`src/hw/rtl/vhd_pkg.sv`:
```
// Vector heading package: shared types, angle constants and the tangent table.
// No dependencies; used by every module of the vector heading block.
`default_nettype none
package vhd_pkg;

   localparam int NUM_CELLS = 44;
   localparam int SPLIT     = 30;

   typedef logic [8:0] deg_type;
   typedef logic [5:0] cnt_type;

   typedef enum logic [1:0] {
      QUAD_0   = 2'd0,
      QUAD_90  = 2'd1,
      QUAD_180 = 2'd2,
      QUAD_270 = 2'd3
   } quad_type;

   typedef struct packed {
      logic     fixed;
      deg_type  fixed_deg;
      quad_type quad;
      logic     odd;
   } side_type;

   localparam deg_type DEG_0   = 9'd0;
   localparam deg_type DEG_45  = 9'd45;
   localparam deg_type DEG_90  = 9'd90;
   localparam deg_type DEG_180 = 9'd180;
   localparam deg_type DEG_270 = 9'd270;
   localparam deg_type DEG_360 = 9'd360;

   // tan(k deg) scaled by 1e18, k = 1..44
   localparam logic [59:0] TAN_SCALE = 60'd1000000000000000000;

   localparam logic [59:0] TAN_DEG [NUM_CELLS] = '{
      60'd17455064928217585,  60'd34920769491747730,  60'd52407779283041210,
      60'd69926811943510410,  60'd87488663525924010,  60'd105104235265676460,
      60'd122784560902904600, 60'd140540834702391430, 60'd158384440324536270,
      60'd176326980708464980, 60'd194380309137718480, 60'd212556561670022130,
      60'd230868191125563100, 60'd249328002843180680, 60'd267949192431122706,
      60'd286745385758807900, 60'd305730681458660330, 60'd324919696232906300,
      60'd344327613289665200, 60'd363970234266202340, 60'd383864035035415800,
      60'd404026225835156800, 60'd424474816209604700, 60'd445228685308536100,
      60'd466307658154998600, 60'd487732588565861440, 60'd509525449494428800,
      60'd531709431661478800, 60'd554309051452769100, 60'd577350269189625765,
      60'd600860619027560400, 60'd624869351909327500, 60'd649407593197510600,
      60'd674508516842426700, 60'd700207538209709700, 60'd726542528005360900,
      60'd753554050102794200, 60'd781285626506717400, 60'd809784033195007200,
      60'd839099631177279900, 60'd869286737816226700, 60'd900404044297839900,
      60'd932515086137661500, 60'd965688774807073900
   };

endpackage
`default_nettype wire

```
`src/hw/rtl/vhd_rsp_if.sv`:
```
// Result channel of the vector heading block: valid/ready plus the heading.
// No dependencies.
`default_nettype none
interface vhd_rsp_if;
   logic       valid;
   logic       ready;
   logic [8:0] heading_deg;

   modport source (output valid, output heading_deg, input ready);
   modport sink   (input valid, input heading_deg, output ready);
endinterface
`default_nettype wire

```
`src/hw/rtl/vhd_back.sv`:
```
// Back end: heading from octant and degree count, two-entry result queue.
// Depends on vhd_pkg and vhd_rsp_if.
`default_nettype none
module vhd_back (
   input  wire                     clock,
   input  wire                     reset,
   input  wire                     in_valid,
   input  wire vhd_pkg::side_type  in_side,
   input  wire vhd_pkg::cnt_type   in_cnt,
   output logic                    en,
   vhd_rsp_if.source               rsp_if
);
   import vhd_pkg::*;

   deg_type    base, heading;
   deg_type    q_ff [2];
   logic       wr_ff, rd_ff;
   logic [1:0] count_ff, count_in;
   logic       push, pop;

   always_comb begin
      case (in_side.quad)
         QUAD_0:   base = DEG_0;
         QUAD_90:  base = DEG_90;
         QUAD_180: base = DEG_180;
         QUAD_270: base = DEG_270;
         default:  base = DEG_0;
      endcase
      if (in_side.fixed)
         heading = in_side.fixed_deg;
      else if (in_side.odd)
         heading = base + DEG_45 - deg_type'(in_cnt);
      else
         heading = base + DEG_45 + deg_type'(in_cnt);
   end

   assign en       = count_ff != 2'd2;
   assign push     = en && in_valid;
   assign pop      = rsp_if.valid && rsp_if.ready;
   assign count_in = count_ff + 2'(push) - 2'(pop);

   always_ff @(posedge clock) begin
      if (reset) begin
         wr_ff    <= 1'b0;
         rd_ff    <= 1'b0;
         count_ff <= 2'd0;
      end else begin
         if (push) wr_ff <= ~wr_ff;
         if (pop)  rd_ff <= ~rd_ff;
         count_ff <= count_in;
      end
   end

   always_ff @(posedge clock) begin
      if (push) q_ff[wr_ff] <= heading;
   end

   assign rsp_if.valid       = count_ff != 2'd0;
   assign rsp_if.heading_deg = q_ff[rd_ff];

   a_count_range: assert property (@(posedge clock) disable iff (reset)
      count_ff != 2'd3)
      else $error("result queue count out of range");

   a_heading_range: assert property (@(posedge clock) disable iff (reset)
      rsp_if.valid |-> rsp_if.heading_deg < DEG_360)
      else $error("heading out of range");

   a_pop_drains: assert property (@(posedge clock) disable iff (reset)
      (pop && !push) |=> count_ff == $past(count_ff) - 2'd1)
      else $error("result queue count did not drop on transfer");

endmodule
`default_nettype wire

```
`src/flat_wrapper.sv`:
```
// flat-port wrapper written by rule: the top's interface ports become plain ports
module vhd_back_flat import vhd_pkg::*;
  (clock, reset, in_valid, in_side, in_cnt, en, rsp_if_valid, rsp_if_heading_deg, rsp_if_ready);
  vhd_rsp_if rsp_if_i ();
  input  wire clock;
  input  wire reset;
  input  wire in_valid;
  input  wire vhd_pkg::side_type in_side;
  input  wire vhd_pkg::cnt_type in_cnt;
  output logic en;
  output wire logic [$bits(rsp_if_i.valid)-1:0] rsp_if_valid;
  output wire logic [$bits(rsp_if_i.heading_deg)-1:0] rsp_if_heading_deg;
  input wire logic [$bits(rsp_if_i.ready)-1:0] rsp_if_ready;
  assign rsp_if_valid = rsp_if_i.valid;
  assign rsp_if_heading_deg = rsp_if_i.heading_deg;
  assign rsp_if_i.ready = rsp_if_ready;
  vhd_back u_core (.clock(clock), .reset(reset), .in_valid(in_valid), .in_side(in_side), .in_cnt(in_cnt), .en(en), .rsp_if(rsp_if_i));
endmodule
```
`config.mk`:
```
export PLATFORM = sky130hd
export DESIGN_NAME = vhd_back_flat
export DESIGN_NICKNAME = d
export VERILOG_FILES = /design/src/hw/rtl/vhd_pkg.sv /design/src/hw/rtl/vhd_rsp_if.sv /design/src/hw/rtl/vhd_back.sv /design/src/flat_wrapper.sv
export SDC_FILE = /design/constraint.sdc
export NUM_CORES = 1
export LEC_CHECK = 0
export BUFFER_PORTS_ARGS = -buffer_cell sky130_fd_sc_hd__clkbuf_2
export CAP_MARGIN = 20
export CORE_ASPECT_RATIO = 1.2
export CORE_MARGIN = 2
export CORE_UTILIZATION = 53
export CTS_CLUSTER_DIAMETER = 100
export DETAILED_ROUTE_END_ITERATION = 7
export PLACE_DENSITY_LB_ADDON = 0.05
export SYNTH_ARGS = -nofsm -noshare
export SYNTH_HDL_FRONTEND = slang
export SYNTH_SLANG_ARGS = --single-unit
```
`constraint.sdc`:
```
create_clock -name clock -period 3.2 [get_ports clock]
set_clock_uncertainty 0.15 [all_clocks]
set_input_delay 0.8 -clock clock [delete_from_list [all_inputs] [get_ports clock]]
set_output_delay 0.8 -clock clock [all_outputs]
set_load 0.005 [all_outputs]
```
==> qor.yml <==
outcome: "complete, no violations"
cts_buffers: 3
routed_wl_um: 2680
root_buffer: "clkbuf_4"
tightest_slew_ps: 760
cts_hold_buf: 0
critPathArrivalTime_ps: 2820
clockBufferDepth: 2
drive_gt1_frac: 0.244
io_pins: 34
clk_pin_slew_ps: 120
cp_slowest_stage_delay_ps: 430
clk_latency_ps: 310
fp.dieH_um: 62.0
final_nets: 217
place_inst: 206
slew_viol_final: 0
cp_top_family: "adder cells"
grt_overflow_total: 0
post_drt_wl_per_cell_um: 12.7
finalSetupViolations: 0
stdcell_count: 210
drcViolationCount: 0
hold_violations: 0
whs_ps: 392
crit_buf_inv: 2
cp_common_cell: "ha_1"
start_util: 0.543
dr_total_vias: 1117
drt_iter0_drc: 12
numPortBuffers: 33
required_ps: 3100
r2r-start: "u_core.count_ff[1]"
cp-start-kind: "input pin"
ys_ff_latch: 23
fp-row-count: 21
syn_area_sq_um: 1490
crit_end: "u_core.q_ff[0][7]"
cts_tree: "built"
cp-startpoint: "in_cnt[1]"
finalCritPeriodShare: 0.910
r2r_end: "u_core.count_ff[1]"
antenna_found_initial: 0
pre_cts_slack_ps: -45.3
synth_cell_types: 35
rr_worst_depth: 8
dpl-instance-area_sq_um: 1700
critical_path.cell_chain: "clkbuf_2 -> inv_1 -> ha_1 -> mux2_1 -> ha_1 -> fa_1 -> nor2b_4 -> o21ai_2 -> a21boi_1 -> or4_1 -> nand3_1"
ant_nets: 0
worst-path-stages: 11
grt_pass1_wl_um: 4220
place_congestion: 0.781
syn_nets: 180
p_leak_nw: 0.797
yosysWarnings: 0
max_clock_freq_mhz: 344
crit_slowest_cell: "fa_1"
die_x_um: 52.3
die-area_sq_um: 3240
coreArea_sq_um: 2730
criticalPathCategory: "in -> reg"
dr.pass1.iters: 4
area_growth_pct: 16.1
hpwlAfterDp_um: 2260
postLayoutCellArea_sq_um: 1720
cp-end-kind: "register"
syn-instance-count: 140
antenna_cells: 0
hold_class: "reg -> reg"
final.min_clock_period_ps: 2910
grt_max_degree: 22
via_per_inst: 5.32
rsz0062_at_grt: "no"
irDropWorstVdd_mv: 0.366
htreeDepth: 1
crit_fanout: 3
power_density_nw_per_um2: 539
ff2ff_setup_slack_ps: 1350
relSlewSlack: 0.491
cts_resized: 0
maxCapViolCount: 0
postCtsSetupBuffers: 0
grt_pass1_vias: 1012
cts_sinks: 23
synth-seq-area-share: 0.431
grt_usage: 0.182
setup_slack_ps: 289
hold-path-cell-count: 2
post_synth.cell_area_avg_sq_um: 10.6
## synth_stat cells
cell	number	area (sq um)
a211oi_1	1	7.51
a21boi_1	1	7.51
a21o_1	2	15.0
a21oi_1	4	20.0
a31o_2	2	17.5
a31oi_1	2	12.5
and2_1	1	6.26
and3_1	1	6.26
and4_1	1	8.76
clkbuf_1	3	11.3
clkinv_1	1	3.75
dfxtp_1	5	100
edfxtp_1	18	541
fa_1	1	20.0
ha_1	16	200
inv_1	13	48.8
mux2_1	10	113
nand2_1	12	45.0
nand2b_1	1	6.26
nand3_1	1	5.00
nor2_1	9	33.8
nor2b_1	1	6.26
nor2b_4	1	13.8
nor3_1	2	10.0
nor3b_1	2	15.0
nor4b_1	1	8.76
o21ai_0	1	5.00
o21ai_1	8	40.0
o21ai_2	1	8.76
o21bai_1	1	7.51
o31ai_1	1	7.51
or2_1	2	12.5
or4_1	1	7.51
xnor2_1	8	70.1
xor2_1	5	43.8
## layout make-up
type                    count  area (sq um)
fillers                   249          1010
multi-input cells         100           781
flip-flops and latches     23           641
repair buffers             35           180
inverters                  14          52.6
well taps                  34          42.5
clock buffers               3          22.5
clock inverters             1          5.00
## how the worst min path moves through the flow
| stage | from | to | slack, ps |
|---|---|---|---|
| after floorplan | u_core.rd_ff | register | 330 |
| after global placement | u_core.rd_ff | u_core.rd_ff | 350 |
| after detailed placement | u_core.rd_ff | register | 360 |
| after CTS | u_core.rd_ff | u_core.rd_ff | 400 |
| after global routing | u_core.rd_ff | register | 400 |
| final | u_core.rd_ff | u_core.rd_ff | 390 |
## layer usage
metal  track usage  up-vias  wire (um)
met5             0        -          0
met4        0.0842        0         39
met3        0.0239        4         79
met2         0.361       23       1550
met1         0.186      532       1000
li1              -      558          -
## sequential cells by signal, indices dropped and copies added (netlist names), named ones only
register         cells
u_core.wr_ff         1
u_core.count_ff      2
u_core.q_ff         18
u_core.rd_ff         1
## where the power goes
group          switching, mW  leakage [nW]  internal (mW)  total, mW
combinational          0.182         0.569          0.180      0.362
sequential            0.0343         0.211          0.402      0.437
clock                 0.0835        0.0177         0.0467      0.130
total                  0.300         0.797          0.629      0.929
## cells in the final DEF, fill, tap and decap left out, drive strengths merged, types with 8 or more instances in the layout
cell	instances
nor2	9
o21ai	10
inv	13
edfxtp	18
clkbuf	36
xnor2	8
nand2	12
mux2	10
ha	16
## tightest hold or removal path, delay by kind of cell, from the launching register on
kind	cells	cell delay, ps
simple gates	1	90
xor+xnor	1	80
flops	1	340
## kinds of logic after synthesis
| family | share of synthesized area |
|---|---|
| and+or+nand+nor | 0.125 |
| muxes | 0.0758 |
| DFF | 0.431 |
| buffers and inverters | 0.0430 |
| adders and majority gates | 0.148 |
| xor gates and xnor gates | 0.0767 |
| AOI/OAI and AO/OA | 0.100 |
## metrics by stage
| step | setup TNS (ps) | utilization | power [mW] |
|---|---|---|---|
| after CTS | 0 | 0.631 | 0.938 |
| after floorplan | 0 | - | 0.681 |
| after global routing | 0 | 0.631 | 0.998 |
| after detailed placement | -90.6 | 0.621 | 0.811 |
| after global placement | 0 | 0.621 | 0.793 |
| final | 0 | 0.631 | 0.929 |
(Power assumes the default switching activity.)
