[src/hw/rtl/vhd_pkg.sv]
// Vector heading package: shared types, angle constants and the tangent table.
// No dependencies; used by every module of the vector heading block.
`default_nettype none
package vhd_pkg;

   localparam int NUM_CELLS = 44;
   localparam int SPLIT     = 30;

   typedef logic [8:0] deg_type;
   typedef logic [5:0] cnt_type;

   typedef enum logic [1:0] {
      QUAD_0   = 2'd0,
      QUAD_90  = 2'd1,
      QUAD_180 = 2'd2,
      QUAD_270 = 2'd3
   } quad_type;

   typedef struct packed {
      logic     fixed;
      deg_type  fixed_deg;
      quad_type quad;
      logic     odd;
   } side_type;

   localparam deg_type DEG_0   = 9'd0;
   localparam deg_type DEG_45  = 9'd45;
   localparam deg_type DEG_90  = 9'd90;
   localparam deg_type DEG_180 = 9'd180;
   localparam deg_type DEG_270 = 9'd270;
   localparam deg_type DEG_360 = 9'd360;

   // tan(k deg) scaled by 1e18, k = 1..44
   localparam logic [59:0] TAN_SCALE = 60'd1000000000000000000;

   localparam logic [59:0] TAN_DEG [NUM_CELLS] = '{
      60'd17455064928217585,  60'd34920769491747730,  60'd52407779283041210,
      60'd69926811943510410,  60'd87488663525924010,  60'd105104235265676460,
      60'd122784560902904600, 60'd140540834702391430, 60'd158384440324536270,
      60'd176326980708464980, 60'd194380309137718480, 60'd212556561670022130,
      60'd230868191125563100, 60'd249328002843180680, 60'd267949192431122706,
      60'd286745385758807900, 60'd305730681458660330, 60'd324919696232906300,
      60'd344327613289665200, 60'd363970234266202340, 60'd383864035035415800,
      60'd404026225835156800, 60'd424474816209604700, 60'd445228685308536100,
      60'd466307658154998600, 60'd487732588565861440, 60'd509525449494428800,
      60'd531709431661478800, 60'd554309051452769100, 60'd577350269189625765,
      60'd600860619027560400, 60'd624869351909327500, 60'd649407593197510600,
      60'd674508516842426700, 60'd700207538209709700, 60'd726542528005360900,
      60'd753554050102794200, 60'd781285626506717400, 60'd809784033195007200,
      60'd839099631177279900, 60'd869286737816226700, 60'd900404044297839900,
      60'd932515086137661500, 60'd965688774807073900
   };

endpackage
`default_nettype wire

[src/hw/rtl/vhd_cell.sv]
// One degree cell: tests tan(k deg)*den <= num*scale and counts passes, 2 stages.
// Depends on vhd_pkg.
`default_nettype none
module vhd_cell #(
   parameter int COORD_WIDTH = 16,
   parameter int CELL_IDX    = 0
) (
   input  wire                        clock,
   input  wire                        reset,
   input  wire                        en,
   input  wire                        in_valid,
   input  wire vhd_pkg::side_type     in_side,
   input  wire [COORD_WIDTH+59:0]     in_nums,
   input  wire [COORD_WIDTH:0]        in_den,
   input  wire vhd_pkg::cnt_type      in_cnt,
   output logic                       out_valid,
   output vhd_pkg::side_type          out_side,
   output logic [COORD_WIDTH+59:0]    out_nums,
   output logic [COORD_WIDTH:0]       out_den,
   output vhd_pkg::cnt_type           out_cnt
);
   import vhd_pkg::*;

   localparam int DW = COORD_WIDTH + 1;
   localparam int NW = COORD_WIDTH + 60;
   localparam int PW = COORD_WIDTH + 61;
   localparam logic [59:0]      TAN  = TAN_DEG[CELL_IDX];
   localparam logic [SPLIT-1:0] T_LO = TAN[SPLIT-1:0];
   localparam logic [SPLIT-1:0] T_HI = TAN[2*SPLIT-1:SPLIT];

   logic                 va_ff, vb_ff;
   side_type             sa_ff, sb_ff;
   logic [NW-1:0]        na_ff, nb_ff;
   logic [DW-1:0]        da_ff, db_ff;
   cnt_type              ca_ff, cb_ff, cb_in;
   logic [DW+SPLIT-1:0]  tl_in, th_in, tl_ff, th_ff;
   logic [PW-1:0]        prod;
   logic                 pass;

   assign tl_in = (DW+SPLIT)'(in_den) * (DW+SPLIT)'(T_LO);
   assign th_in = (DW+SPLIT)'(in_den) * (DW+SPLIT)'(T_HI);
   assign prod  = PW'(tl_ff) + (PW'(th_ff) << SPLIT);
   assign pass  = prod <= PW'(na_ff);
   assign cb_in = ca_ff + cnt_type'(pass);

   always_ff @(posedge clock) begin
      if (reset) begin
         va_ff <= 1'b0;
         vb_ff <= 1'b0;
      end else if (en) begin
         va_ff <= in_valid;
         vb_ff <= va_ff;
      end
   end

   always_ff @(posedge clock) begin
      if (en) begin
         sa_ff <= in_side;
         na_ff <= in_nums;
         da_ff <= in_den;
         ca_ff <= in_cnt;
         tl_ff <= tl_in;
         th_ff <= th_in;
         sb_ff <= sa_ff;
         nb_ff <= na_ff;
         db_ff <= da_ff;
         cb_ff <= cb_in;
      end
   end

   assign out_valid = vb_ff;
   assign out_side  = sb_ff;
   assign out_nums  = nb_ff;
   assign out_den   = db_ff;
   assign out_cnt   = cb_ff;

endmodule
`default_nettype wire

[config.mk]
export PLATFORM = sky130hd
export DESIGN_NAME = vhd_cell
export DESIGN_NICKNAME = d
export VERILOG_FILES = /design/src/hw/rtl/vhd_pkg.sv /design/src/hw/rtl/vhd_cell.sv
export SDC_FILE = /design/constraint.sdc
export NUM_CORES = 1
export LEC_CHECK = 0
export BUFFER_PORTS_ARGS = -buffer_cell sky130_fd_sc_hd__clkbuf_2
export CORE_MARGIN = 2
export CORE_UTILIZATION = 25
export CTS_CLUSTER_DIAMETER = 120
export DETAILED_ROUTE_END_ITERATION = 6
export SLEW_MARGIN = 20
export SYNTH_ARGS = -nofsm -noshare
export SYNTH_HDL_FRONTEND = slang
export SYNTH_SLANG_ARGS = --single-unit
[constraint.sdc]
create_clock -name clock -period 14.23 [get_ports clock]
set_input_delay 0.7115 -clock clock [delete_from_list [all_inputs] [get_ports clock]]
set_output_delay 0.7115 -clock clock [all_outputs]
set_load 0.005 [all_outputs]
==> results.json, run 1 <==
{
  "dp_slack_ns": 7.11,
  "fp.dieH_um": 308,
  "diodes": 0,
  "grt_max_degree": 94,
  "synth.area.top_cells": "edfxtp_1 (38%), ha_1 (20%), fa_1 (18%)",
  "tightest_slew_ns": 0.968,
  "htree_levels": 2,
  "cts_tree": "done",
  "first_iter_violations": 888,
  "gp_congestion": 0.927,
  "wl_met2_um": 26300,
  "synth-async-reset-ratio_pct": 0,
  "port_buffers": 228,
  "placed_area_um2": 25900,
  "total_power_mw": 7.17,
  "fin_nets": 2858,
  "slew_violations": 0,
  "cts_resized": 0,
  "drive_gt1_share_pct": 13.8,
  "initial_core_util_pct": 25.2,
  "synth_top_area_share_pct": 38.5,
  "rsz0062_at_grt": "false",
  "min_period_over_period_pct": 46.0,
  "min_path_type": "in2reg",
  "synthCells": 1910,
  "peakVddDrop_v": 0.000263,
  "finalClockSkew_ns": 0.0255,
  "synthFlopType": "edfxtp_1",
  "die_x_um": 308,
  "synth_commonest_cells": "inv_1 (420), ha_1 (365), edfxtp_1 (297)",
  "area_delta_synth_final_pct": 17.2,
  "post-route-drc-count": 0,
  "postCtsSetupBuffers": 0,
  "vias_per_cell": 4.24,
  "fmax_mhz": 153,
  "rows": 111,
  "core_area_um2": 91800,
  "cts_hold_buf": 0,
  "cp-end-kind": "flop",
  "fin_util_pct": 29.6,
  "clock_sinks": 299,
  "critPathKind": "in2reg",
  "first_pass_iters": 5,
  "clkLatencyLatePin_ns": 0.61,
  "routed_wl_um": 56200,
  "ys_seq_area_share_pct": 38.7,
  "syn_nets": 2595,
  "cts_root_buf": "clkbuf_16",
  "cp.required_ns": 14.56,
  "clk_pin_slew_ns": 0.06,
  "fin_cells": 3447,
  "vias": 14600,
  "power.density_nw_per_um2": 264,
  "wl_met1_um": 24700,
  "cp-start-kind": "primary input",
  "ios": 229,
  "tns_ns": 0,
  "overflow": 0,
  "p_leak_nw": 12.8,
  "grtUsageTotal_pct": 12.0,
  "path_max_fanout": 13,
  "syn-cell-area_um2": 23200,
  "dp.cells": 3375,
  "max_cap_violations": 0,
  "wl_met3_um": 3820,
  "period_needed_ns": 6.55,
  "worst_slack_ns": 7.68,
  "antenna_found_initial": 7,
  "grt_pass1_wl_um": 85900,
  "top_layer": "met5",
  "cts_buffers": 39,
  "arrival_ns": 6.88,
  "wl_per_cell_um": 16.3,
  "yosysWarnings": 0,
  "status": "complete, no violations",
  "drtAntennaViolNets": 0,
  "ys_types": 62,
  "maxSlewHeadroom_pct": 35.4,
  "dieArea_um2": 95100,
  "synth_top_area_cell": "edfxtp_1",
  "finish.instance_area_um2": 27200,
  "hold_viol": 0,
  "clockBufferDepth": 3,
  "synth.avg_cell_area_um2": 12.1,
  "synth-seq-cells": 299,
  "synth.most_common_cell": "inv_1",
  "setup_viol": 0,
  "first_global_vias": 15000,
  "synth_edf_count": 297,
  "dp_hpwl_um": 46600,
  "hold_slack_ns": 0.280
}
## registers in the layout, summed over array words and instances, names as in the netlist
name       count
da_ff         17
out_den       17
tl_ff         37
ca_ff          6
out_side      13
out_valid      1
na_ff         76
out_nums      76
th_ff         36
out_cnt        6
va_ff          1
sa_ff         13
## power by group
| part | internal (mW) | switching (mW) |
|---|---|---|
| logic | 2.03 | 2.66 |
| clock network | 0.592 | 0.406 |
| registers | 1.38 | 0.0972 |
| total | 4.00 | 3.16 |
## cells in the final DEF, fill, tap and decap left out, types with 8 or more instances in the layout
cell,count
nand4_1,27
fa_1,204
nor2b_1,8
nand3_1,32
and2_1,8
xnor2_1,74
ha_1,365
a21o_1,72
nand2b_1,10
a211oi_1,8
a21oi_1,82
clkbuf_16,40
nor3_1,13
o21ai_0,40
xor2_1,29
nand2_1,43
nor2_1,42
o21bai_1,12
and3_1,18
and4_1,9
inv_1,420
a31oi_1,10
clkbuf_2,227
edfxtp_1,297
## worst paths after layout
| check | endpoint | slack, ns | cells after the start | startpoint |
|---|---|---|---|---|
| worst max register to register | out_cnt[4] | 8.16 | 22 | tl_ff[33] |
| worst min register to register | out_side[8] | 0.42 | 0 | sa_ff[8] |
| worst min-delay path | na_ff[55] | 0.28 | 1 | in_nums[55] |
| worst max-delay path | tl_ff[36] | 7.68 | 20 | in_den[6] |
## final cells by class
type | instances | area [um^2]
clock buffer | 46 | 1020
clock inverter | 26 | 265
fill | 9435 | 64600
inverter | 420 | 1580
multi-input combinational | 1181 | 12600
sequential | 299 | 8960
tap | 1243 | 1560
timing repair buffer | 232 | 1180
## worst max-delay path, stage by stage
cell	delay (ns)
clkbuf_2	0.28
fa_1	0.68
fa_1	0.60
inv_1	0.07
fa_1	0.54
inv_1	0.07
fa_1	0.47
fa_1	0.58
inv_1	0.07
fa_1	0.53
inv_1	0.04
ha_1	0.37
a21o_1	0.23
a2111o_1	0.43
a311oi_2	0.38
o31ai_2	0.15
a21oi_2	0.24
o21a_2	0.20
o21ai_1	0.08
xor2_1	0.14
## cells by family (layout without fill, tap and decap cells)
| logic type | count (synthesis) | after routing | synth area share [%] |
|---|---|---|---|
| DFF | 299 | 299 | 38.7 |
| xor gates and xnor gates | 103 | 103 | 3.89 |
| buffers and inverters | 430 | 724 | 6.99 |
| and+or+nand+nor | 228 | 228 | 5.13 |
| adders and majority gates | 569 | 569 | 37.3 |
| muxes | 5 | 5 | 0.216 |
| AOI/OAI and AO/OA | 276 | 276 | 7.78 |
## per-layer routing
layer  track usage, %  up-vias
li1                 -     7080
met4             3.89        4
met2             19.5      315
met3             2.81       68
met5                0        -
met1             15.7     7148
Note: power is estimated with default switching activity, not from simulation.
==> run 2, diff against run 1 <==
==> constraint.sdc (replaced) <==
create_clock -name clock -period 5.7 [get_ports clock]
set_input_delay 0.285 -clock clock [delete_from_list [all_inputs] [get_ports clock]]
set_output_delay 0.285 -clock clock [all_outputs]
set_load 0.005 [all_outputs]
==> results.json, run 2 (synthesis results as in run 1) <==
{
  "cts_buffers": 41,
  "clock_sinks": 299,
  "crit_path_frequent_cell": "fa_1",
  "power.density_nw_per_um2": 706,
  "setup_viol": 0,
  "fmax_mhz": 182,
  "critPathSlowestCell": "fa_1",
  "wl_per_cell_um": 16.1,
  "routed_wl_um": 60400,
  "clock_power_share_pct": 13.4,
  "first_iter_violations": 969,
  "min_path_type": "in2reg",
  "vias_per_cell": 4.19,
  "layout_commonest_cell": "inv_1",
  "switchingPower_mw": 8.75,
  "initial_core_util_pct": 25.2,
  "internal-power_mw": 12.3,
  "ios": 229,
  "die_x_um": 308,
  "peakVddDrop_v": 0.000663,
  "slew_violations": 0,
  "area_delta_synth_final_pct": 28.6,
  "cts_root_buf": "clkbuf_16",
  "maxSlewHeadroom_pct": 47.9,
  "drtAntennaViolNets": 0,
  "critPathKind": "in2reg",
  "max_cap_violations": 0,
  "overflow": 0,
  "crit_path_max_incr_delay_ns": 0.54,
  "dieArea_um2": 95100,
  "power_frac_comb_pct": 69.1,
  "antenna_found_initial": 2,
  "tightest_slew_ns": 0.782,
  "cp-start-kind": "primary input",
  "hold_slack_ns": 0.136,
  "fin_nets": 3147,
  "grt_max_degree": 113,
  "htree_levels": 2,
  "first_pass_iters": 7,
  "total_power_mw": 21.0,
  "rows": 111,
  "clk_pin_slew_ns": 0.06,
  "vias": 15600,
  "path_max_fanout": 4,
  "switching_share_pct": 41.6,
  "critPathBufInv": 6,
  "arrival_ns": 5.82,
  "cts_tree": "done",
  "cp.required_ns": 6.03,
  "nFillCells": 9258,
  "period_needed_ns": 5.49,
  "rsz0062_at_grt": "false",
  "crit_family": "adder cells",
  "dp.cells": 3564,
  "gp_congestion": 0.901,
  "port_buffers": 228,
  "drive_gt1_share_pct": 20.2,
  "crit_chain": "clkbuf_2 -> inv_1 -> fa_1 -> buf_4 -> fa_1 -> inv_1 -> fa_1 -> fa_1 -> fa_1 -> inv_1 -> fa_1 -> inv_1 -> ha_1 -> a21o_1 -> a2111o_1 -> a311oi_2 -> o31ai_2 -> a21oi_2 -> o21a_2 -> o21ai_1 -> xor2_1",
  "grtUsageTotal_pct": 12.9,
  "diodes": 0,
  "p_leak_nw": 14.3,
  "first_global_vias": 16300,
  "status": "complete, no violations",
  "fp.dieH_um": 308,
  "post-route-drc-count": 0,
  "clkLatencyLatePin_ns": 0.60,
  "cp-end-kind": "flop",
  "tns_ns": 0,
  "finalClockSkew_ns": 0.0134,
  "hold_viol": 0,
  "grt_pass1_wl_um": 91800,
  "fin_cells": 3738,
  "min_period_over_period_pct": 96.4,
  "final_cell_mix": "inv_1 (420), ha_1 (365), edfxtp_1 (297)",
  "dp_hpwl_um": 49900,
  "clockBufferDepth": 3,
  "core_area_um2": 91800,
  "power.share.sequential_pct": 17.5
}
run 2: cell count changes in the layout (fill, tap and decap cells not counted), sizes merged:
cell and delta:
inv -1, dlygate4sd3 +98, clkinv -3, buf +189
bufinv +5, clkinvlp +3
run 2: area by class of cell:
cell class	instances	area, um^2	area share, %
repair buffers	519	3610	12.1
flip-flops and latches	299	8960	30.1
clock inverters	30	393	1.32
inverters	420	1580	5.29
multi-input cells	1181	12600	42.3
well taps	1243	1560	5.22
clock buffers	46	1090	3.65
run 2: repair_timing:
item                                    4_1_cts  5_1_grt
hold endpoints to repair                     98        0
endpoints found under the setup margin        0        5
buffers inserted                              0        0
gates resized for setup                       0        1
hold buffers                                 98        0
run 2: worst paths after layout:
path | endpoint | cells after the start | slack, ns | start
worst max-delay path | tl_ff[36] | 21 | 0.21 | in_den[2]
worst min-delay path | da_ff[7] | 2 | 0.14 | in_den[7]
worst max register to register | out_cnt[2] | 25 | 0.38 | tl_ff[33]
worst min register to register | out_side[8] | 0 | 0.42 | sa_ff[8]
run 2: worst register-to-register path, delay by kind of cell (launching register included):
kind                       cells  cell delay [ns]
buffers and inverters          5             0.84
xor gates and xnor gates       2             0.19
adders and majority gates      5             1.35
AOI/OAI and AO/OA              9             1.35
DFF                            1             0.46
and+or+nand+nor                4             0.89
run 2: power by group through the flow:
stage	sequential, mW	combinational, mW	clock [mW]
detailed placement	3.73	14.5	0
global route	3.73	16.3	3.00
floorplan	3.63	9.09	0
global placement	3.72	14.5	0
finish	3.68	14.5	2.81
CTS	3.69	14.7	2.93
run 2: through the flow:
step,cell area (um^2),worst slack (ns),util (%)
floorplan,23200,0.0153,-
global placement,27300,-0.320,29.8
detailed placement,27300,-0.349,29.8
CTS,29800,0.0633,32.4
global route,29800,0.00481,32.4
finish,29800,0.206,32.4
run 2: layer usage:
metal / vias up / share of wire (%) / global-route usage, %
met4: 4 / 2.8 / 4.58
met3: 87 / 5.7 / 2.89
met5: - / 0.038 / 0
met1: 7614 / 44 / 16.3
li1: 7645 / - / -
met2: 299 / 47 / 21.5
