### config.mk
export PLATFORM = sky130hd
export DESIGN_NAME = vhd_front_flat
export DESIGN_NICKNAME = d
export VERILOG_FILES = /design/src/hw/rtl/vhd_pkg.sv /design/src/hw/rtl/vhd_req_if.sv /design/src/hw/rtl/vhd_front.sv /design/src/flat_wrapper.sv
export SDC_FILE = /design/constraint.sdc
export NUM_CORES = 1
export LEC_CHECK = 0
export BUFFER_PORTS_ARGS = -buffer_cell sky130_fd_sc_hd__buf_2
export CORE_MARGIN = 2
export CORE_UTILIZATION = 30
export CTS_CLUSTER_SIZE = 40
export DETAILED_ROUTE_END_ITERATION = 10
export GPL_TIMING_DRIVEN = 0
export PLACE_DENSITY = 0.46
export SETUP_SLACK_MARGIN = 0.15
export SLEW_MARGIN = 20
export SYNTH_ARGS = -nofsm -noshare
export SYNTH_HDL_FRONTEND = slang
export SYNTH_SLANG_ARGS = --single-unit
### constraint.sdc
create_clock -name clock -period 8.2 [get_ports clock]
set_clock_uncertainty 0.2 [all_clocks]
set_input_delay 0.82 -clock clock [delete_from_list [all_inputs] [get_ports clock]]
set_output_delay 0.82 -clock clock [all_outputs]
set_load 0.005 [all_outputs]
### src/hw/rtl/vhd_pkg.sv
// Vector heading package: shared types, angle constants and the tangent table.
// No dependencies; used by every module of the vector heading block.
`default_nettype none
package vhd_pkg;

   localparam int NUM_CELLS = 44;
   localparam int SPLIT     = 30;

   typedef logic [8:0] deg_type;
   typedef logic [5:0] cnt_type;

   typedef enum logic [1:0] {
      QUAD_0   = 2'd0,
      QUAD_90  = 2'd1,
      QUAD_180 = 2'd2,
      QUAD_270 = 2'd3
   } quad_type;

   typedef struct packed {
      logic     fixed;
      deg_type  fixed_deg;
      quad_type quad;
      logic     odd;
   } side_type;

   localparam deg_type DEG_0   = 9'd0;
   localparam deg_type DEG_45  = 9'd45;
   localparam deg_type DEG_90  = 9'd90;
   localparam deg_type DEG_180 = 9'd180;
   localparam deg_type DEG_270 = 9'd270;
   localparam deg_type DEG_360 = 9'd360;

   // tan(k deg) scaled by 1e18, k = 1..44
   localparam logic [59:0] TAN_SCALE = 60'd1000000000000000000;

   localparam logic [59:0] TAN_DEG [NUM_CELLS] = '{
      60'd17455064928217585,  60'd34920769491747730,  60'd52407779283041210,
      60'd69926811943510410,  60'd87488663525924010,  60'd105104235265676460,
      60'd122784560902904600, 60'd140540834702391430, 60'd158384440324536270,
      60'd176326980708464980, 60'd194380309137718480, 60'd212556561670022130,
      60'd230868191125563100, 60'd249328002843180680, 60'd267949192431122706,
      60'd286745385758807900, 60'd305730681458660330, 60'd324919696232906300,
      60'd344327613289665200, 60'd363970234266202340, 60'd383864035035415800,
      60'd404026225835156800, 60'd424474816209604700, 60'd445228685308536100,
      60'd466307658154998600, 60'd487732588565861440, 60'd509525449494428800,
      60'd531709431661478800, 60'd554309051452769100, 60'd577350269189625765,
      60'd600860619027560400, 60'd624869351909327500, 60'd649407593197510600,
      60'd674508516842426700, 60'd700207538209709700, 60'd726542528005360900,
      60'd753554050102794200, 60'd781285626506717400, 60'd809784033195007200,
      60'd839099631177279900, 60'd869286737816226700, 60'd900404044297839900,
      60'd932515086137661500, 60'd965688774807073900
   };

endpackage
`default_nettype wire

### src/hw/rtl/vhd_req_if.sv
// Input channel of the vector heading block: valid/ready plus the vector.
// No dependencies.
`default_nettype none
interface vhd_req_if #(parameter int COORD_WIDTH = 16);
   logic                          valid;
   logic                          ready;
   logic signed [COORD_WIDTH-1:0] vec_x;
   logic signed [COORD_WIDTH-1:0] vec_y;

   modport source (output valid, output vec_x, output vec_y, input ready);
   modport sink   (input valid, input vec_x, input vec_y, output ready);
endinterface
`default_nettype wire

### src/hw/rtl/vhd_front.sv
// Front end: octant, axis cases and the scaled numerator/denominator, 3 stages.
// Depends on vhd_pkg and vhd_req_if.
`default_nettype none
module vhd_front #(
   parameter int COORD_WIDTH = 16
) (
   input  wire                             clock,
   input  wire                             reset,
   input  wire                             en,
   vhd_req_if.sink                         req_if,
   output logic                            out_valid,
   output vhd_pkg::side_type               out_side,
   output logic [COORD_WIDTH+59:0]         out_nums,
   output logic [COORD_WIDTH:0]            out_den
);
   import vhd_pkg::*;

   localparam int W  = COORD_WIDTH;
   localparam int NW = COORD_WIDTH + 60;
   localparam logic [SPLIT-1:0] S_LO = TAN_SCALE[SPLIT-1:0];
   localparam logic [SPLIT-1:0] S_HI = TAN_SCALE[2*SPLIT-1:SPLIT];

   logic [W-1:0]   xr, yr, xm, ym, p, q, num_in;
   logic           xn, yn;
   logic [W:0]     den_in;
   side_type       side_in;

   logic           v0_ff, v1_ff, v2_ff;
   side_type       side0_ff, side1_ff, side2_ff;
   logic [W-1:0]   num0_ff;
   logic [W:0]     den0_ff, den1_ff, den2_ff;
   logic [W+SPLIT-1:0] pl_in, ph_in, pl_ff, ph_ff;
   logic [NW-1:0]  nums_in, nums_ff;

   assign req_if.ready = en;

   always_comb begin
      xr = req_if.vec_x;
      yr = req_if.vec_y;
      xn = xr[W-1];
      yn = yr[W-1];
      xm = xn ? W'(~xr + 1'b1) : xr;
      ym = yn ? W'(~yr + 1'b1) : yr;
      p  = (xm < ym) ? xm : ym;
      q  = (xm < ym) ? ym : xm;
      num_in = q - p;
      den_in = {1'b0, q} + {1'b0, p};

      side_in.fixed     = 1'b0;
      side_in.fixed_deg = DEG_0;
      if (xm == '0 && ym == '0) begin
         side_in.fixed = 1'b1;
      end else if (xm == '0) begin
         side_in.fixed     = 1'b1;
         side_in.fixed_deg = yn ? DEG_90 : DEG_270;
      end else if (ym == '0) begin
         side_in.fixed     = 1'b1;
         side_in.fixed_deg = xn ? DEG_180 : DEG_0;
      end

      if (!xn && yn) begin
         side_in.quad = QUAD_0;
         side_in.odd  = xm > ym;
      end else if (xn && yn) begin
         side_in.quad = QUAD_90;
         side_in.odd  = ym > xm;
      end else if (xn && !yn) begin
         side_in.quad = QUAD_180;
         side_in.odd  = xm > ym;
      end else begin
         side_in.quad = QUAD_270;
         side_in.odd  = ym > xm;
      end
   end

   assign pl_in   = (W+SPLIT)'(num0_ff) * (W+SPLIT)'(S_LO);
   assign ph_in   = (W+SPLIT)'(num0_ff) * (W+SPLIT)'(S_HI);
   assign nums_in = NW'(pl_ff) + (NW'(ph_ff) << SPLIT);

   always_ff @(posedge clock) begin
      if (reset) begin
         v0_ff <= 1'b0;
         v1_ff <= 1'b0;
         v2_ff <= 1'b0;
      end else if (en) begin
         v0_ff <= req_if.valid;
         v1_ff <= v0_ff;
         v2_ff <= v1_ff;
      end
   end

   always_ff @(posedge clock) begin
      if (en) begin
         side0_ff <= side_in;
         num0_ff  <= num_in;
         den0_ff  <= den_in;
         side1_ff <= side0_ff;
         den1_ff  <= den0_ff;
         pl_ff    <= pl_in;
         ph_ff    <= ph_in;
         side2_ff <= side1_ff;
         den2_ff  <= den1_ff;
         nums_ff  <= nums_in;
      end
   end

   assign out_valid = v2_ff;
   assign out_side  = side2_ff;
   assign out_nums  = nums_ff;
   assign out_den   = den2_ff;

endmodule
`default_nettype wire

### src/flat_wrapper.sv
// flat-port wrapper written by rule: the top's interface ports become plain ports
module vhd_front_flat import vhd_pkg::*;
#(
   parameter int COORD_WIDTH = 16
)
  (clock, reset, en, out_valid, out_side, out_nums, out_den, req_if_valid, req_if_vec_x, req_if_vec_y, req_if_ready);
  vhd_req_if #(.COORD_WIDTH(COORD_WIDTH)) req_if_i ();
  input  wire clock;
  input  wire reset;
  input  wire en;
  output logic out_valid;
  output vhd_pkg::side_type out_side;
  output logic [COORD_WIDTH+59:0] out_nums;
  output logic [COORD_WIDTH:0] out_den;
  input wire logic [$bits(req_if_i.valid)-1:0] req_if_valid;
  input wire logic [$bits(req_if_i.vec_x)-1:0] req_if_vec_x;
  input wire logic [$bits(req_if_i.vec_y)-1:0] req_if_vec_y;
  output wire logic [$bits(req_if_i.ready)-1:0] req_if_ready;
  assign req_if_i.valid = req_if_valid;
  assign req_if_i.vec_x = req_if_vec_x;
  assign req_if_i.vec_y = req_if_vec_y;
  assign req_if_ready = req_if_i.ready;
  vhd_front #(.COORD_WIDTH(COORD_WIDTH)) u_core (.clock(clock), .reset(reset), .en(en), .req_if(req_if_i), .out_valid(out_valid), .out_side(out_side), .out_nums(out_nums), .out_den(out_den));
endmodule
==> impl_metrics.py, run 1 <==
metrics = {
    "placed_design": {
        "dp_hpwl_um": 45300,
        "portBuffers": 123,
        "routabilityCongestion": 0.914,
        "placed_area_um2": 24100,
        "dp_slack_ns": 0.0300,
    },
    "clock_tree": {
        "cts_made_buffers": 29,
        "clock_path_buffers": 3,
        "clock-root-buffer": "clkbuf_16",
        "cts_hold_buf": 0,
        "clk_latency_ns": 0.58,
        "cts.sinks": 227,
        "htree_levels": 1,
        "path_clk_slew_ns": 0.06,
        "cts_tree": "yes",
    },
    "die": {
        "die_y_um": 276,
        "die_x_um": 276,
        "initial_utilization_pct": 30.3,
        "row_count": 99,
        "floorplan.die_area_um2": 76000,
        "ios": 144,
        "core_area_um2": 73000,
    },
    "worst_setup_path": {
        "crit_type": "register to register",
        "crit_chain": "ha_4, inv_1, fa_1, fa_1, fa_1, fa_1, fa_1, inv_1, ha_1, a21o_1, a21o_1, a211oi_1, o21ai_1, a221oi_1, and3_1, o21ba_2, a211oi_1, a2111o_1, a221oi_1, xnor2_1",
        "arrival_ns": 7.81,
        "cp_max_fo": 10,
        "cpMaxStageDelayCell": "edfxtp_1",
        "startpoint_type": "register",
        "path_delay_family": "adder cells",
        "worst_setup_path_end_kind": "register",
        "cp.required_ns": 8.31,
        "cpPeakStageDelay_ns": 0.74,
        "critPathMostFrequentCell": "fa_1",
        "critPathBufInv": 2,
    },
    "synthesis": {
        "yosysMostFrequentCell": "inv_1",
        "synth_flop_cell": "edfxtp_1",
        "yosys.area.top_type": "edfxtp_1",
        "syn_area_um2": 22100,
        "synth.avg_cell_area_um2": 11.3,
        "yosys_warnings": 0,
        "ys_types": 79,
        "syn_inst": 1960,
        "synth_top_area_share_pct": 30.4,
        "synth.area.top_cells": "edfxtp_1 30%, fa_1 21%, ha_1 18%",
        "ys_ff_latch": 227,
        "synthArstFlopShare_pct": 0,
        "ys_seq_area_share_pct": 30.7,
        "synth_commonest_cells": "376 x inv_1, 313 x ha_1, 231 x fa_1, 224 x edfxtp_1, 117 x xnor2_1",
        "synth_edf_count": 224,
    },
    "run": {
        "cap_violations": 0,
    },
    "outcome": {
        "outcome": "complete, no violations",
    },
    "global_route": {
        "grt_max_degree": 99,
        "grt_pass1_wl_um": 87000,
        "grt_remaining_overflow": 0,
        "antenna_found_initial": 3,
        "grt_use_total_pct": 14.9,
        "grt_pass1_vias": 15200,
    },
    "timing": {
        "final.setup.worst_slack_ns": 0.494,
        "setup_viol": 0,
        "slew-limit-headroom_pct": 27.3,
        "rsz0062_at_grt": "false",
        "finalCritPeriodShare_pct": 94.0,
        "fmax_ghz": 0.130,
        "tightest_slew_ns": 1.09,
        "hold_viol": 0,
        "report.final.slew_viol_count": 0,
        "period_minus_slack_ns": 7.71,
    },
    "worst_hold_path": {
        "hold_path.class": "register to register",
    },
    "routing": {
        "ant_nets": 0,
        "wirelength_um": 55800,
        "first_pass_iters": 5,
        "vias_per_cell": 4.54,
        "post_drt_wl_per_cell_um": 17.7,
        "vias": 14300,
        "drtIter0Drc": 559,
        "drc_errors": 0,
    },
    "cells_and_area": {
        "utilization_pct": 34.8,
        "design_area_um2": 25400,
        "drive_above_1_share_pct": 13.2,
        "area_growth_pct": 14.6,
        "finalNetCount": 2755,
    },
}
==> sequential cells by signal (all words and copies together), names as in the netlist <==
name and cells:
u_core.side0_ff 10, u_core.v0_ff 1, u_core.den1_ff 17, u_core.out_den 17
u_core.ph_ff 44, u_core.pl_ff 27, u_core.out_side 10, u_core.out_nums 57
u_core.out_valid 1, u_core.side1_ff 10, u_core.v1_ff 1, u_core.num0_ff 15
u_core.den0_ff 17
==> per-stage QoR <==
| stage | setup TNS, ns | hold WS (ns) | cells |
|---|---|---|---|
| CTS | 0 | 0.171 | 3126 |
| detailed placement | 0 | 0.205 | 3063 |
| global placement | -0.0305 | 0.206 | 3060 |
| global route | 0 | 0.186 | 3156 |
| floorplan | 0 | 0.200 | 1978 |
| finish | 0 | 0.217 | 3157 |
==> area by class of cell <==
cell class	count	area [µm²]
fillers	7351	47600
flip-flops and latches	227	6790
diodes	1	2.50
well taps	959	1200
inverters	383	1440
multi-input cells	1319	13700
repair buffers	166	996
plain buffers	49	325
clock inverters	21	220
clock buffers	32	737
==> kinds of logic after synthesis <==
family,share of synthesized area [%]
simple gates,7.18
other cells,0.0169
fa+ha+maj,38.6
xor+xnor,6.21
flops,30.7
buf+inv,7.96
compound gates,8.92
mux,0.452
==> layout by cell type (no fill, tap or decap), drive strengths merged, types with 5 or more instances in the layout <==
master / n
a211oi: 7
a21boi: 5
a21o: 44
a21oi: 80
a221oi: 6
a31oi: 12
and2: 10
and3: 17
and4: 5
buf: 205
clkbuf: 42
clkinv: 9
clkinvlp: 7
conb: 19
edfxtp: 224
fa: 231
ha: 313
inv: 385
mux2i: 10
nand2: 55
nand2b: 23
nand3: 35
nand4: 19
nor2: 71
nor2b: 13
nor3: 21
nor4: 8
o21a: 13
o21ai: 55
o21bai: 11
o31a: 7
o31ai: 12
o41ai: 5
or2: 7
or3: 7
or4: 5
xnor2: 117
xor2: 40
==> metal layers <==
metal  vias to the layer above  GRT usage [%]  wire, µm
met5                         -              0         0
met4                         0           5.18      1940
met3                        84           2.17      2250
met2                       267           25.0     26300
met1                      6987           19.7     25300
li1                       7008              -         -
==> worst paths after layout <==
| path | to | slack [ns] | startpoint | cells past startpoint |
|---|---|---|---|---|
| max | u_core.ph_ff[44]$_DFFE_PP_ | 0.49 | u_core.num0_ff[1]$_DFFE_PP_ | 20 |
| min | u_core.out_den[10]$_DFFE_PP_ | 0.22 | u_core.den1_ff[10]$_DFFE_PP_ | 0 |
| max reg2reg | u_core.ph_ff[44]$_DFFE_PP_ | 0.49 | u_core.num0_ff[1]$_DFFE_PP_ | 20 |
| min reg2reg | u_core.out_den[10]$_DFFE_PP_ | 0.22 | u_core.den1_ff[10]$_DFFE_PP_ | 0 |
==> repair_timing <==
item                       in CTS  in global routing
gates resized for setup         1                  3
setup endpoints to repair       3                  3
buffers inserted               10                 30
pin swaps                       0                  0
Power of run 1 is not shown: default switching activity piles up to over one toggle a cycle in this logic, so the estimate is an artifact.
==> run 2, diff against run 1 <==
--- a/config.mk
+++ b/config.mk
@@ -6,12 +6,14 @@
 export NUM_CORES = 1
 export LEC_CHECK = 0
 export BUFFER_PORTS_ARGS = -buffer_cell sky130_fd_sc_hd__buf_2
+export CELL_PAD_IN_SITES_DETAIL_PLACEMENT = 0
+export CELL_PAD_IN_SITES_GLOBAL_PLACEMENT = 1
 export CORE_MARGIN = 2
 export CORE_UTILIZATION = 30
 export CTS_CLUSTER_SIZE = 40
 export DETAILED_ROUTE_END_ITERATION = 10
 export GPL_TIMING_DRIVEN = 0
-export PLACE_DENSITY = 0.46
+export PLACE_DENSITY = 0.54
 export SETUP_SLACK_MARGIN = 0.15
 export SLEW_MARGIN = 20
 export SYNTH_ARGS = -nofsm -noshare
==> constraint.sdc (replaced) <==
create_clock -name clock -period 8.27 [get_ports clock]
set_clock_uncertainty 0.2 [all_clocks]
set_input_delay 0.827 -clock clock [delete_from_list [all_inputs] [get_ports clock]]
set_output_delay 0.827 -clock clock [all_outputs]
set_load 0.005 [all_outputs]
==> run 2 against run 1 <==
Utilization increased by 0.13 points. Global-route usage grew 0.12 points. Cell area grew 0.36%. Critical path type unchanged.
==> impl_metrics.py, run 2 (synthesis gave the netlist of run 1 again) <==
metrics = {
    "clock_tree": {
        "clock_path_buffers": 3,
        "cts_tree": "yes",
        "cts_made_buffers": 28,
        "htree_levels": 1,
        "clock-root-buffer": "clkbuf_16",
        "cts.sinks": 227,
        "clk_latency_ns": 0.57,
        "path_clk_slew_ns": 0.06,
        "cts_hold_buf": 0,
    },
    "outcome": {
        "outcome": "complete, no violations",
    },
    "cells_and_area": {
        "final_common_cell": "inv_1",
        "area_growth_pct": 15.0,
        "finalNetCount": 2765,
        "mostFrequentLayoutCells": "376 x inv_1, 312 x ha_1, 231 x fa_1, 224 x edfxtp_1, 130 x buf_2",
        "drive_above_1_share_pct": 13.4,
        "instances_no_fill": 3164,
        "regArea_um2": 6790,
        "multi_input_area_um2": 13700,
        "largest_register_ffs": 57,
        "nFillCells": 7369,
        "antenna_cells": 0,
    },
    "worst_setup_path": {
        "crit_chain": "ha_1, inv_1, fa_1, inv_1, fa_1, fa_1, fa_1, inv_1, fa_1, inv_1, ha_1, a21o_1, a21o_1, a211oi_1, o21ai_0, a21oi_1, a31oi_1, a41oi_1, o21ai_0, a221oi_1, o21bai_1, xnor2_1",
        "arrival_ns": 7.79,
        "timing.rr.end": "u_core.ph_ff[45]$_DFFE_PP_",
        "r2r-start": "u_core.num0_ff[5]$_DFFE_PP_",
        "path_delay_family": "adder cells",
        "startpoint_type": "register",
        "r2r_setup_slack_ns": 0.60,
        "cpPeakStageDelay_ns": 0.65,
        "worst_setup_path_end_kind": "register",
        "cp.required_ns": 8.39,
        "cpMaxStageDelayCell": "fa_1",
        "critPathBufInv": 4,
        "cp_max_fo": 6,
        "critPathMostFrequentCell": "fa_1",
        "reg2reg_depth": 22,
        "crit_type": "register to register",
    },
    "worst_hold_path": {
        "hold_path.class": "register to register",
        "min_to": "u_core.out_nums[27]$_DFFE_PP_",
        "min_from": "u_core.pl_ff[27]$_DFFE_PP_",
        "holdPathStages": 0,
    },
    "die": {
        "core_area_um2": 73000,
        "floorplan.die_area_um2": 76000,
        "die_y_um": 276,
        "row_count": 99,
        "die_x_um": 276,
        "initial_utilization_pct": 30.3,
        "ios": 144,
    },
    "timing": {
        "final.setup.worst_slack_ns": 0.603,
        "report.final.slew_viol_count": 0,
        "slew-limit-headroom_pct": 54.1,
        "tightest_slew_ns": 0.686,
        "fmax_ghz": 0.130,
        "setup_viol": 0,
        "fin_tns_setup_ns": 0,
        "rsz0062_at_grt": "false",
        "finalCritPeriodShare_pct": 92.7,
        "period_minus_slack_ns": 7.67,
        "hold_viol": 0,
    },
    "routing": {
        "drtIter0Drc": 470,
        "ant_nets": 0,
        "post_drt_wl_per_cell_um": 17.8,
        "vias": 14200,
        "vias_per_cell": 4.49,
        "first_pass_iters": 5,
        "drc_errors": 0,
        "wirelength_um": 56200,
    },
    "placed_design": {
        "dp_hpwl_um": 46100,
        "dpl.cell_count": 3063,
        "routabilityCongestion": 0.858,
        "dp_slack_ns": 0.0669,
        "portBuffers": 123,
    },
    "run": {
        "cap_violations": 0,
    },
    "global_route": {
        "grt_remaining_overflow": 0,
        "grt_pass1_wl_um": 87200,
        "grt_pass1_vias": 15000,
        "grt_max_degree": 88,
        "antenna_found_initial": 0,
        "grt_use_total_pct": 15.1,
    },
}
run 2: cell types whose count changed in the layout (fill, tap and decap cells not counted), sizes merged, moves of 2 or more:
cell / previous run / this run
buf: 205 / 216
bufinv: 3 / 5
clkbuf: 42 / 44
clkinvlp: 7 / 3
inv: 385 / 383
run 2: routing by layer:
layer	track usage, %	routed length (µm)	vias up
met5	0	0	-
met4	3.64	1220	0
met3	1.99	2160	56
met2	26.2	27400	222
met1	19.7	25400	6911
li1	-	-	7016
run 2: cell type report:
cell class / count / share of cell area [%]
clock buffers: 34 / 2.92
clock inverters: 16 / 0.870
plain buffers: 49 / 1.28
multi-input cells: 1319 / 53.7
well taps: 959 / 4.71
inverters: 383 / 5.65
flip-flops and latches: 227 / 26.7
repair buffers: 177 / 4.24
run 2: what timing repair did:
| action | 4_1_cts | 5_1_grt |
|---|---|---|
| setup buffers | 10 | 41 |
| gates resized for setup | 0 | 2 |
| setup endpoints to repair | 1 | 4 |
run 2: how the worst max path moves through the flow:
| stage | startpoint | end | slack, ns | cells after the start |
|---|---|---|---|---|
| final | u_core.num0_ff[5]$_DFFE_PP_ | u_core.ph_ff[45]$_DFFE_PP_ | 0.60 | 22 |
| after global routing | u_core.num0_ff[13]$_DFFE_PP_ | u_core.ph_ff[44]$_DFFE_PP_ | 0.19 | 22 |
| after CTS | u_core.num0_ff[1]$_DFFE_PP_ | u_core.ph_ff[44]$_DFFE_PP_ | 0.19 | 20 |
| after detailed placement | u_core.num0_ff[4]$_DFFE_PP_ | u_core.ph_ff[45]$_DFFE_PP_ | 0.07 | 22 |
| after global placement | u_core.num0_ff[4]$_DFFE_PP_ | u_core.ph_ff[45]$_DFFE_PP_ | 0.02 | 22 |
| after floorplan | u_core.num0_ff[13]$_DFFE_PP_ | u_core.ph_ff[44]$_DFFE_PP_ | 1.44 | 21 |
run 2: worst register-to-register path, delay by kind of cell, from the launching register on:
kind	cells	cell delay, ns
adders and majority gates	7	3.66
AOI/OAI and AO/OA	10	2.50
DFF	1	0.49
buffers and inverters	4	0.43
xor gates and xnor gates	1	0.12
run 2: per-stage QoR:
stage | util (%) | area [µm²] | hold WS, ns
floorplan | - | 22200 | 0.200
global placement | 32.9 | 24000 | 0.206
detailed placement | 33.0 | 24100 | 0.206
CTS | 34.5 | 25100 | 0.190
global route | 34.9 | 25500 | 0.213
finish | 34.9 | 25500 | 0.209
Power of run 2 is left out for the same reason.
